$ cat src/rtl/fflra_pkg.sv
// shared types and constants for the free-list room allocator
// no dependencies; used by every module of the block
`default_nettype none

package fflra_pkg;

    localparam int CUSTOMERS_DEF = 256;
    localparam int ROOMS_DEF     = 256;

    // fixed field widths of the stream beats
    localparam int ID_W     = 8;
    localparam int ROOM_W   = 8;
    localparam int OPENED_W = 9;
    localparam int S_DATA_W = 8;
    localparam int M_DATA_W = 24;

    localparam logic REQ_ARRIVE = 1'b0;
    localparam logic REQ_DEPART = 1'b1;

    typedef enum logic [1:0] {
        ST_OK      = 2'd0,
        ST_FULL    = 2'd1,
        ST_ABSENT  = 2'd2,
        ST_PRESENT = 2'd3
    } status_t;

    typedef enum logic [1:0] {
        FSM_IDLE = 2'b01,
        FSM_EXEC = 2'b10
    } fsm_t;

    // free queue control from the sequencer
    typedef struct packed {
        logic rd;
        logic pop;
        logic push;
    } qctl_t;

    // customer table control from the sequencer
    typedef struct packed {
        logic rd;
        logic wr;
        logic wr_present;
    } tctl_t;

endpackage

`default_nettype wire

$ cat src/rtl/fflra_cust_table.sv
// customer table: one memory entry per customer holding present bit and room
// clears every entry after reset; uses fflra_pkg
`default_nettype none

module fflra_cust_table #(
    parameter int CUSTOMERS = fflra_pkg::CUSTOMERS_DEF,
    parameter int RW        = 8
) (
    input  wire logic                          aclk,
    input  wire logic                          aresetn,
    input  wire fflra_pkg::tctl_t              ctl,
    input  wire logic [$clog2(CUSTOMERS)-1:0]  rd_addr,
    input  wire logic [$clog2(CUSTOMERS)-1:0]  wr_addr,
    input  wire logic [RW-1:0]                 wr_room,
    output logic                               rd_present,
    output logic [RW-1:0]                      rd_room,
    output logic                               busy
);

    localparam int CW = $clog2(CUSTOMERS);

    logic [RW:0]   mem [CUSTOMERS];
    logic [RW:0]   rd_data_reg;
    logic          clr_reg;
    logic          clr_next;
    logic [CW-1:0] clr_addr_reg;
    logic [CW-1:0] clr_addr_next;
    logic          we;
    logic [CW-1:0] waddr;
    logic [RW:0]   wdata;

    always_comb begin
        clr_next      = clr_reg;
        clr_addr_next = clr_addr_reg;
        if (clr_reg) begin
            clr_addr_next = clr_addr_reg + 1'b1;
            if (clr_addr_reg == CW'(CUSTOMERS - 1)) begin
                clr_next = 1'b0;
            end
        end
    end

    always_ff @(posedge aclk) begin
        if (!aresetn) begin
            clr_reg      <= 1'b1;
            clr_addr_reg <= '0;
        end else begin
            clr_reg      <= clr_next;
            clr_addr_reg <= clr_addr_next;
        end
    end

    // sweep writes win; no beat is taken while sweeping
    assign we    = clr_reg || ctl.wr;
    assign waddr = clr_reg ? clr_addr_reg : wr_addr;
    assign wdata = clr_reg ? '0 : {ctl.wr_present, wr_room};

    always_ff @(posedge aclk) begin
        if (we) begin
            mem[waddr] <= wdata;
        end
        if (ctl.rd) begin
            rd_data_reg <= mem[rd_addr];
        end
    end

    assign rd_present = rd_data_reg[RW];
    assign rd_room    = rd_data_reg[RW-1:0];
    assign busy       = clr_reg;

endmodule

`default_nettype wire

$ cat src/rtl/fflra_free_queue.sv
// fifo of freed room numbers in a memory with head, tail and count
// uses fflra_pkg for the control struct
`default_nettype none

module fflra_free_queue #(
    parameter int ROOMS = fflra_pkg::ROOMS_DEF
) (
    input  wire logic                         aclk,
    input  wire logic                         aresetn,
    input  wire fflra_pkg::qctl_t             ctl,
    input  wire logic [$clog2(ROOMS)-1:0]     push_room,
    output logic      [$clog2(ROOMS)-1:0]     head_room,
    output logic      [$clog2(ROOMS+1)-1:0]   count
);

    localparam int RW = $clog2(ROOMS);
    localparam int OW = $clog2(ROOMS + 1);

    logic [RW-1:0] mem [ROOMS];
    logic [RW-1:0] head_room_reg;
    logic [RW-1:0] head_reg;
    logic [RW-1:0] head_next;
    logic [RW-1:0] tail_reg;
    logic [RW-1:0] tail_next;
    logic [OW-1:0] count_reg;
    logic [OW-1:0] count_next;

    always_comb begin
        head_next  = head_reg;
        tail_next  = tail_reg;
        count_next = count_reg;
        if (ctl.pop) begin
            head_next = (head_reg == RW'(ROOMS - 1)) ? '0 : head_reg + 1'b1;
        end
        if (ctl.push) begin
            tail_next = (tail_reg == RW'(ROOMS - 1)) ? '0 : tail_reg + 1'b1;
        end
        priority if (ctl.push && !ctl.pop) begin
            count_next = count_reg + 1'b1;
        end else if (ctl.pop && !ctl.push) begin
            count_next = count_reg - 1'b1;
        end else begin
            count_next = count_reg;
        end
    end

    always_ff @(posedge aclk) begin
        if (!aresetn) begin
            head_reg  <= '0;
            tail_reg  <= '0;
            count_reg <= '0;
        end else begin
            head_reg  <= head_next;
            tail_reg  <= tail_next;
            count_reg <= count_next;
        end
    end

    always_ff @(posedge aclk) begin
        if (ctl.push) begin
            mem[tail_reg] <= push_room;
        end
        if (ctl.rd) begin
            head_room_reg <= mem[head_reg];
        end
    end

    assign head_room = head_room_reg;
    assign count     = count_reg;

endmodule

`default_nettype wire

$ cat src/rtl/fifo_free_list_room_allocator_core.sv
// top level of the free-list room allocator: event sequencer and result register
// instantiates fflra_cust_table and fflra_free_queue; uses fflra_pkg
//
// s_ channel: one event per beat. s_tuser[0] is the kind (0 arrival, 1 departure),
// s_tdata[7:0] the customer id. m_ channel: one result per event. m_tdata holds
// room [7:0] and rooms opened after the event [16:8]; m_tuser[1:0] is the status
// (ok, no room left, customer absent, customer already present).
// An accepted beat reads the customer table and the free queue head in its
// accept cycle; the decide step follows in the next cycle and, once the result
// register is free, writes both memories back and loads the result register.
// The decide step waits on the registered reads of both memories; the next beat
// is taken only once the decide step has fired and the sequencer is idle again.
// A result waiting on a stalled receiver does not block the next accept; that
// event is held in its decide step until the result register frees.
// After reset the customer table is swept clear, one entry per cycle, and
// s_tready stays low until all CUSTOMERS entries (256 by default) are clear.
`default_nettype none

module fifo_free_list_room_allocator_core #(
    parameter int CUSTOMERS = fflra_pkg::CUSTOMERS_DEF,
    parameter int ROOMS     = fflra_pkg::ROOMS_DEF
) (
    input  wire logic                             aclk,
    input  wire logic                             aresetn,
    input  wire logic                             s_tvalid,
    output logic                                  s_tready,
    input  wire logic [fflra_pkg::S_DATA_W-1:0]   s_tdata,   // customer_id
    input  wire logic [0:0]                       s_tuser,   // req_type
    output logic                                  m_tvalid,
    input  wire logic                             m_tready,
    output logic      [fflra_pkg::M_DATA_W-1:0]   m_tdata,   // room, rooms_opened, pad
    output logic      [1:0]                       m_tuser    // status
);

    localparam int CW = $clog2(CUSTOMERS);
    localparam int RW = $clog2(ROOMS);
    localparam int OW = $clog2(ROOMS + 1);

    fflra_pkg::fsm_t    state_reg, state_next;
    fflra_pkg::tctl_t   tctl;
    fflra_pkg::qctl_t   qctl;
    fflra_pkg::status_t res_status;
    fflra_pkg::status_t out_status_reg;

    logic          s_accept;
    logic          exec_fire;
    logic          tbl_busy;
    logic [31:0]   id_wide;
    logic [CW-1:0] id_idx;
    logic          id_ok_reg;
    logic          kind_reg;
    logic [CW-1:0] cust_reg;
    logic          ent_present;
    logic [RW-1:0] ent_room;
    logic [RW-1:0] q_room;
    logic [OW-1:0] q_count;
    logic [OW-1:0] opened_reg;
    logic [OW-1:0] opened_next;
    logic [RW-1:0] res_room;
    logic          res_wr;
    logic          res_present;
    logic          res_pop;
    logic          res_push;
    logic [31:0]   room_wide;
    logic [31:0]   opened_wide;
    logic          out_valid_reg;
    logic [fflra_pkg::ROOM_W-1:0]   out_room_reg;
    logic [fflra_pkg::OPENED_W-1:0] out_opened_reg;

    assign s_tready  = (state_reg == fflra_pkg::FSM_IDLE) && !tbl_busy;
    assign s_accept  = s_tvalid && s_tready;
    assign exec_fire = (state_reg == fflra_pkg::FSM_EXEC) && (!out_valid_reg || m_tready);

    assign id_wide = 32'(s_tdata[fflra_pkg::ID_W-1:0]);
    assign id_idx  = id_wide[CW-1:0];

    always_comb begin
        state_next = state_reg;
        unique case (state_reg)
            fflra_pkg::FSM_IDLE: if (s_accept) state_next = fflra_pkg::FSM_EXEC;
            fflra_pkg::FSM_EXEC: if (exec_fire) state_next = fflra_pkg::FSM_IDLE;
            default:             state_next = fflra_pkg::FSM_IDLE;
        endcase
    end

    // decide the event from the table entry and queue head read at accept
    always_comb begin
        res_room    = '0;
        res_status  = fflra_pkg::ST_ABSENT;
        res_wr      = 1'b0;
        res_present = 1'b0;
        res_pop     = 1'b0;
        res_push    = 1'b0;
        opened_next = opened_reg;
        if (id_ok_reg) begin
            if (kind_reg == fflra_pkg::REQ_ARRIVE) begin
                priority if (ent_present) begin
                    res_room   = ent_room;
                    res_status = fflra_pkg::ST_PRESENT;
                end else if (q_count != '0) begin
                    res_room    = q_room;
                    res_status  = fflra_pkg::ST_OK;
                    res_pop     = 1'b1;
                    res_wr      = 1'b1;
                    res_present = 1'b1;
                end else if (opened_reg < OW'(ROOMS)) begin
                    res_room    = opened_reg[RW-1:0];
                    res_status  = fflra_pkg::ST_OK;
                    opened_next = opened_reg + 1'b1;
                    res_wr      = 1'b1;
                    res_present = 1'b1;
                end else begin
                    res_status = fflra_pkg::ST_FULL;
                end
            end else if (ent_present) begin
                res_room   = ent_room;
                res_status = fflra_pkg::ST_OK;
                res_wr     = 1'b1;
                res_push   = (q_count != OW'(ROOMS));
            end
        end
    end

    assign tctl.rd         = s_accept;
    assign tctl.wr         = exec_fire && res_wr;
    assign tctl.wr_present = res_present;
    assign qctl.rd         = s_accept;
    assign qctl.pop        = exec_fire && res_pop;
    assign qctl.push       = exec_fire && res_push;

    assign room_wide   = 32'(res_room);
    assign opened_wide = 32'(opened_next);

    always_ff @(posedge aclk) begin
        if (!aresetn) begin
            state_reg     <= fflra_pkg::FSM_IDLE;
            opened_reg    <= '0;
            out_valid_reg <= 1'b0;
        end else begin
            state_reg <= state_next;
            if (exec_fire) begin
                opened_reg    <= opened_next;
                out_valid_reg <= 1'b1;
            end else if (m_tready) begin
                out_valid_reg <= 1'b0;
            end
        end
    end

    always_ff @(posedge aclk) begin
        if (s_accept) begin
            id_ok_reg <= (id_wide < 32'(CUSTOMERS));
            kind_reg  <= s_tuser[0];
            cust_reg  <= id_idx;
        end
        if (exec_fire) begin
            out_room_reg   <= room_wide[fflra_pkg::ROOM_W-1:0];
            out_opened_reg <= opened_wide[fflra_pkg::OPENED_W-1:0];
            out_status_reg <= res_status;
        end
    end

    fflra_cust_table #(
        .CUSTOMERS (CUSTOMERS),
        .RW        (RW)
    ) u_table (
        .aclk       (aclk),
        .aresetn    (aresetn),
        .ctl        (tctl),
        .rd_addr    (id_idx),
        .wr_addr    (cust_reg),
        .wr_room    (res_room),
        .rd_present (ent_present),
        .rd_room    (ent_room),
        .busy       (tbl_busy)
    );

    fflra_free_queue #(
        .ROOMS (ROOMS)
    ) u_queue (
        .aclk      (aclk),
        .aresetn   (aresetn),
        .ctl       (qctl),
        .push_room (res_room),
        .head_room (q_room),
        .count     (q_count)
    );

    assign m_tvalid = out_valid_reg;
    assign m_tdata  = {{(fflra_pkg::M_DATA_W - fflra_pkg::OPENED_W - fflra_pkg::ROOM_W){1'b0}},
                       out_opened_reg, out_room_reg};
    assign m_tuser  = out_status_reg;

endmodule

`default_nettype wire

$ cat config.mk
export PLATFORM = sky130hd
export DESIGN_NAME = fifo_free_list_room_allocator_core
export DESIGN_NICKNAME = d
export VERILOG_FILES = /design/src/rtl/fflra_pkg.sv /design/src/rtl/fflra_cust_table.sv /design/src/rtl/fflra_free_queue.sv /design/src/rtl/fifo_free_list_room_allocator_core.sv
export SDC_FILE = /design/constraint.sdc
export NUM_CORES = 2
export LEC_CHECK = 0
export BUFFER_PORTS_ARGS = -buffer_cell sky130_fd_sc_hd__buf_2
export CORE_UTILIZATION = 51
export CTS_BUF_LIST = sky130_fd_sc_hd__clkbuf_4
export DETAILED_ROUTE_END_ITERATION = 10
export GPL_TIMING_DRIVEN = 0
export PLACE_DENSITY = 0.66
export SLEW_MARGIN = 20
export SYNTH_ARGS = -nofsm -noshare
export SYNTH_HDL_FRONTEND = slang
export SYNTH_MEMORY_MAX_BITS = 65536
export SYNTH_SLANG_ARGS = --single-unit
$ cat constraint.sdc
create_clock -name aclk -period 16.5 [get_ports aclk]
set_input_delay 0.825 -clock aclk [delete_from_list [all_inputs] [get_ports aclk]]
set_output_delay 0.825 -clock aclk [all_outputs]
set_load 0.005 [all_outputs]
## After elaboration in Yosys (flattened, before gate mapping)

Memory sizes are Yosys's and may differ from the RTL's. A register that Yosys moved wholly into a read port is not among the register bits.
Cells that the tools add are included.

| cells by class | value |
|---|---|
| add/subtract/negate cells | 6 |
| magnitude comparators | 2 |
| equal/unequal tests | 8 |
| muxes and demuxes | 48 |
| reduce and logical (&&, ||, !) cells | 18 |

Operator list:

| operator | number |
|---|---|
| 8-bit 2-to-1 mux | 9 |
| 9-bit 2-to-1 mux | 8 |
| 1-bit 2-to-1 mux | 25 |
| 8-bit by 1-bit adder with 8-bit output (second input constant) | 3 |
| 8-bit equality test (second input constant) | 3 |
| 9-bit by 1-bit adder with 9-bit output (second input constant) | 2 |
| 2-bit 2-to-1 mux | 5 |
| 8-bit by 9-bit less-than comparator with 1-bit output (second input constant) | 1 |
| 9-bit less-than comparator (second input constant) | 1 |
| 9-bit inequality test (second input constant) | 1 |
| 9-bit nonzero test | 1 |
| 9-bit by 1-bit subtractor with 9-bit output (second input constant) | 1 |
| 1-bit logical AND | 8 |
| 1-bit zero test | 4 |
| 2-bit inequality test (second input constant) | 2 |
| 2-bit case mux with 2 select lines | 1 |
| 2-bit nonzero test | 2 |
| 2-bit by 1-bit equality test with 1-bit output (second input constant) | 1 |
| 2-bit equality test (second input constant) | 1 |
| 1-bit logical OR | 2 |
| 2-bit AND reduction | 1 |

| storage, ports and cells | value |
|---|---|
| register bits | 75 |
| memory bits (writable) | 4,352 |
| input port bits | 13 |
| output and inout bits | 28 |
| logic and storage cells | 98 |
| memories | 2 |

Memory list:

| name | words | width | read ports | clocked after Yosys merged registers in | wr ports | line | RTL |
|---|---|---|---|---|---|---|---|
| u_table.mem | 256 | 9 | 1 | 1 | 1 | fflra_cust_table.sv:22 | `logic [RW:0] mem [CUSTOMERS];` |
| u_queue.mem | 256 | 8 | 1 | 1 | 1 | fflra_free_queue.sv:19 | `logic [RW-1:0] mem [ROOMS];` |

## Depth between registers and ports, before layout

| logic depth | value |
|---|---|
| depth in word-level cells | 10 |
| gate-level depth with buffers | 14 |
| gate-level depth less buffers | 14 |

## By module

Synthesis repeated with hierarchy kept, for this count alone.

| unflattened totals | value |
|---|---|
| cell total of the unflattened synthesis | 8,190 |
| area total of the unflattened synthesis | 173,219.9 um^2 |

Modules (own cells, without submodules):

| module | instances | cells an instance | area an instance (um^2) |
|---|---|---|---|
| fflra_cust_table | 1 | 4,190 | 90,015.1 |
| fflra_free_queue | 1 | 3,834 | 81,283.0 |
| fifo_free_list_room_allocator_core | 1 | 166 | 1,921.8 |

## Worst setup path after synthesis

Ideal clock, no wire load.

| timing path | value |
|---|---|
| path kind | reg-to-reg |
| start point | reg u_table.clr_reg, in the netlist u_table.busy |
| end point | mem u_table.mem[0][8] (netlist bit), data pin |
| arrival | 11,299 ps |
| setup slack | 2,984 ps |
| stages on the path, launching flop included | 5 |
| buffers on the path | 3 |
| cells stage by stage | dfxtp_1 -> clkbuf_1 -> clkbuf_1 -> clkbuf_1 -> nor3b_1 |

| between the ends | value |
|---|---|
| cells in the longest elaborated chain, start to end | 1 |

Ends and longest elaborated chain:

| item | line | RTL |
|---|---|---|
| start: declaration | fflra_cust_table.sv:24 | `logic clr_reg;` |
| start signal: assignment | fflra_cust_table.sv:48 | `clr_reg <= clr_next;` |
| 9-bit 2-to-1 mux | fflra_cust_table.sv:56 | `assign wdata = clr_reg ? '0 : {ctl.wr_present, wr_room};` |
| via u_table.wdata[8] | fflra_cust_table.sv:30 | `logic [RW:0] wdata;` |
| end: declaration | fflra_cust_table.sv:22 |  |

The timed path passes the listed nets, and every way through them passes these cells.

==> impl_metrics.py <==
metrics = {
    "placed_design": {
        "port_buffers": 32,
        "gp_congestion": 1.03,
        "dp.cells": 13000,
        "hpwl_mm": 396,
    },
    "cells_and_area": {
        "fin_cells": 15000,
        "largest_reg_flops": 2304,
        "syn_to_final_growth_pct": 13.3,
        "finish.utilization_pct": 58.1,
        "largest_registers": "u_table.mem x2304, u_queue.mem x2048",
        "drive_above_1_share_pct": 31.4,
        "regMostFlops": "u_table.mem",
        "fin_nets": 9750,
    },
    "logic_synthesis": {
        "yosysTopAreaCell": "edfxtp_1",
        "ys_async_sr_fraction_pct": 0,
        "synth_area_mm2": 0.173,
        "synthTopCellsByArea": "edfxtp_1, mux4_2, mux2i_1",
        "synthTopCellsByCount": "edfxtp_1, mux4_2, nor2_1",
        "synth_cell_type_count": 92,
        "synth_edf_count": 4397,
        "synthFlopType": "edfxtp_1",
        "syn-instance-count": 8327,
        "synth_most_common_cell": "edfxtp_1",
        "synth_top_area_share_pct": 76.4,
        "seq_area_frac_synth_pct": 76.9,
        "yosys_warnings": 0,
        "synth.avg_cell_area_um2": 20.8,
        "ys_ff_latch": 4443,
    },
    "grt": {
        "grt.overflow.total": 0,
        "grt_max_degree": 137,
        "antenna_found_initial": 51,
        "grt_pass1_vias": 97200,
        "track_usage_pct": 35.3,
        "grt_pass1_wl_mm": 798,
    },
    "detailed_routing": {
        "drtPass1Iterations": 7,
        "wl_per_cell_um": 40.0,
        "initialDrtViolationCount": 17000,
        "wl_met2_mm": 271,
        "vias_per_cell": 6.66,
        "drc": 0,
        "wl_met1_mm": 204,
        "wl_met3_mm": 75.9,
        "ant_nets": 0,
        "highest_layer": "met5",
        "wl_mm": 598,
        "via_count": 99800,
    },
    "timing": {
        "relSlewSlack_pct": 6.48,
        "rsz0062_at_grt": "no",
        "tightestPinTransition_ns": 1.38,
        "setup_violations": 0,
        "finalHoldViolCount": 0,
        "max_clock_freq_mhz": 142,
        "timing.hold.ws_ns": 0.182,
        "finalMaxSlewViolations": 0,
        "finClkSkew_ns": 0.108,
        "finalCriticalPeriod_ns": 7.02,
        "fin_crit_sh_pct": 42.5,
    },
    "cts": {
        "hold_buffers": 19,
        "cts_tree": "built",
        "post_cts_buffers": 0,
        "root_buffer": "clkbuf_4",
        "clock_path_buffers": 5,
        "cts_buffers": 1195,
        "clk_pin_slew_ns": 0.07,
        "cts_htree_levels": 7,
        "cts-resized-gates": 0,
        "clock-sinks": 4443,
        "insertion_delay_ns": 1.77,
    },
    "power": {
        "pwr_density_cell_mw_per_mm2": 112,
        "vdd_drop_max_mv": 0.0764,
        "power_leakage_nw": 62.9,
    },
    "hold_path": {
        "hold_class": "in2reg",
    },
    "floorplanning": {
        "boundaryPins": 41,
        "die-height_um": 584,
        "dieWidth_um": 584,
        "rows": 213,
        "start_util_pct": 51.3,
        "dieArea_mm2": 0.341,
        "core-area_mm2": 0.337,
    },
    "critical_path": {
        "cp.required_ns": 17.87,
        "slowest_stage": "o32ai_1",
        "worstSetupPathType": "reg2reg",
        "path_buf_inv": 6,
        "end_kind": "flop",
        "worst_setup_path_start_kind": "flop",
        "cp_top_family": "buffers and inverters",
        "crit_top_cell": "buf_2",
        "crit_chain": "buf_2 -> clkinv_2 -> buf_4 -> buf_2 -> buf_2 -> buf_2 -> mux2i_1 -> o21ai_1 -> o211ai_1 -> o32ai_1",
        "worstPathArrival_ns": 8.39,
        "max_stage_delay_ns": 1.04,
        "path_max_fanout": 11,
    },
    "outcome": {
        "status": "complete, no violations",
    },
    "run": {
        "cap_violations": 0,
    },
}
==> layout by cell type, fill, tap and decap left out, types with 37 or more instances in the layout <==
master and instances:
a211oi_1 39, a21oi_1 141, a22oi_1 163, buf_12 68
buf_16 54, buf_2 170, buf_4 82, clkbuf_1 163
clkbuf_2 70, clkbuf_4 1692, clkinv_1 150, dfxtp_1 46
diode_2 48, edfxtp_1 4397, mux2_2 42, mux2i_1 333
mux4_1 51, mux4_2 920, nand2_1 237, nand3_1 88
nor2_1 582, nor3_1 37, o21ai_0 91, o221ai_1 67
o22ai_1 86
==> where the power goes <==
group          leakage [nW]  total, mW  internal, mW  switching (mW)
clock network          8.30       9.20          4.79            4.41
registers              41.0       12.2          12.2         0.00238
logic                  13.5      0.481         0.160           0.321
total                  62.9       21.9          17.2            4.73
==> cell type report <==
cell class	instances	area, um2
tap	4515	5650
multi-input combinational	3348	37200
fill	24900	141000
clock buffer	1689	12700
inverter	32	174
antenna	48	120
timing repair buffer	190	3210
clock inverter	198	998
sequential	4443	133000
buffer	510	2980
==> final timing paths <==
kind | depth (start not counted) | from | slack (ns) | endpoint
worst max-delay path | 10 | u_queue.head_reg[3] | 9.48 | u_queue.head_room[0]
worst min-delay path | 2 | s_tdata[4] | 0.18 | cust_reg[4]
worst max register to register | 10 | u_queue.head_reg[3] | 9.48 | u_queue.head_room[0]
worst min register to register | 2 | state_reg[1] | 0.53 | m_tvalid
==> routing by layer <==
layer	global-route usage (%)	vias up
li1	-	38200
met1	44.1	51400
met2	52.4	8231
met3	11.0	1886
met4	25.3	36
met5	0.196	-
==> stage by stage <==
| stage | worst slack [ns] | instance area [um2] | TNS [ns] | power (mW) |
|---|---|---|---|---|
| 4_1_cts | 9.98 | 196000 | 0 | 21.9 |
| 2_1_floorplan | 2.98 | 173000 | 0 | 12.7 |
| 6_report | 9.48 | 196000 | 0 | 21.9 |
| 3_3_place_gp | -10.09 | 179000 | -4526.33 | 12.9 |
| 5_1_grt | 9.82 | 196000 | 0 | 22.5 |
| 3_5_place_dp | 9.97 | 182000 | 0 | 12.9 |
==> logic make-up after synthesis <==
kind of cell / Yosys count / share of synthesized area, %
flip-flops: 4443 / 76.9
XOR/XNOR: 25 / 0.127
adder cells (fa/ha/maj): 17 / 0.127
multiplexers: 1346 / 15.0
AO/OA/AOI/OAI: 809 / 3.28
AND/OR/NAND/NOR: 1144 / 2.88
other: 1 / 0.00217
buffers and inverters: 542 / 1.74
(Power assumes the default switching activity.)
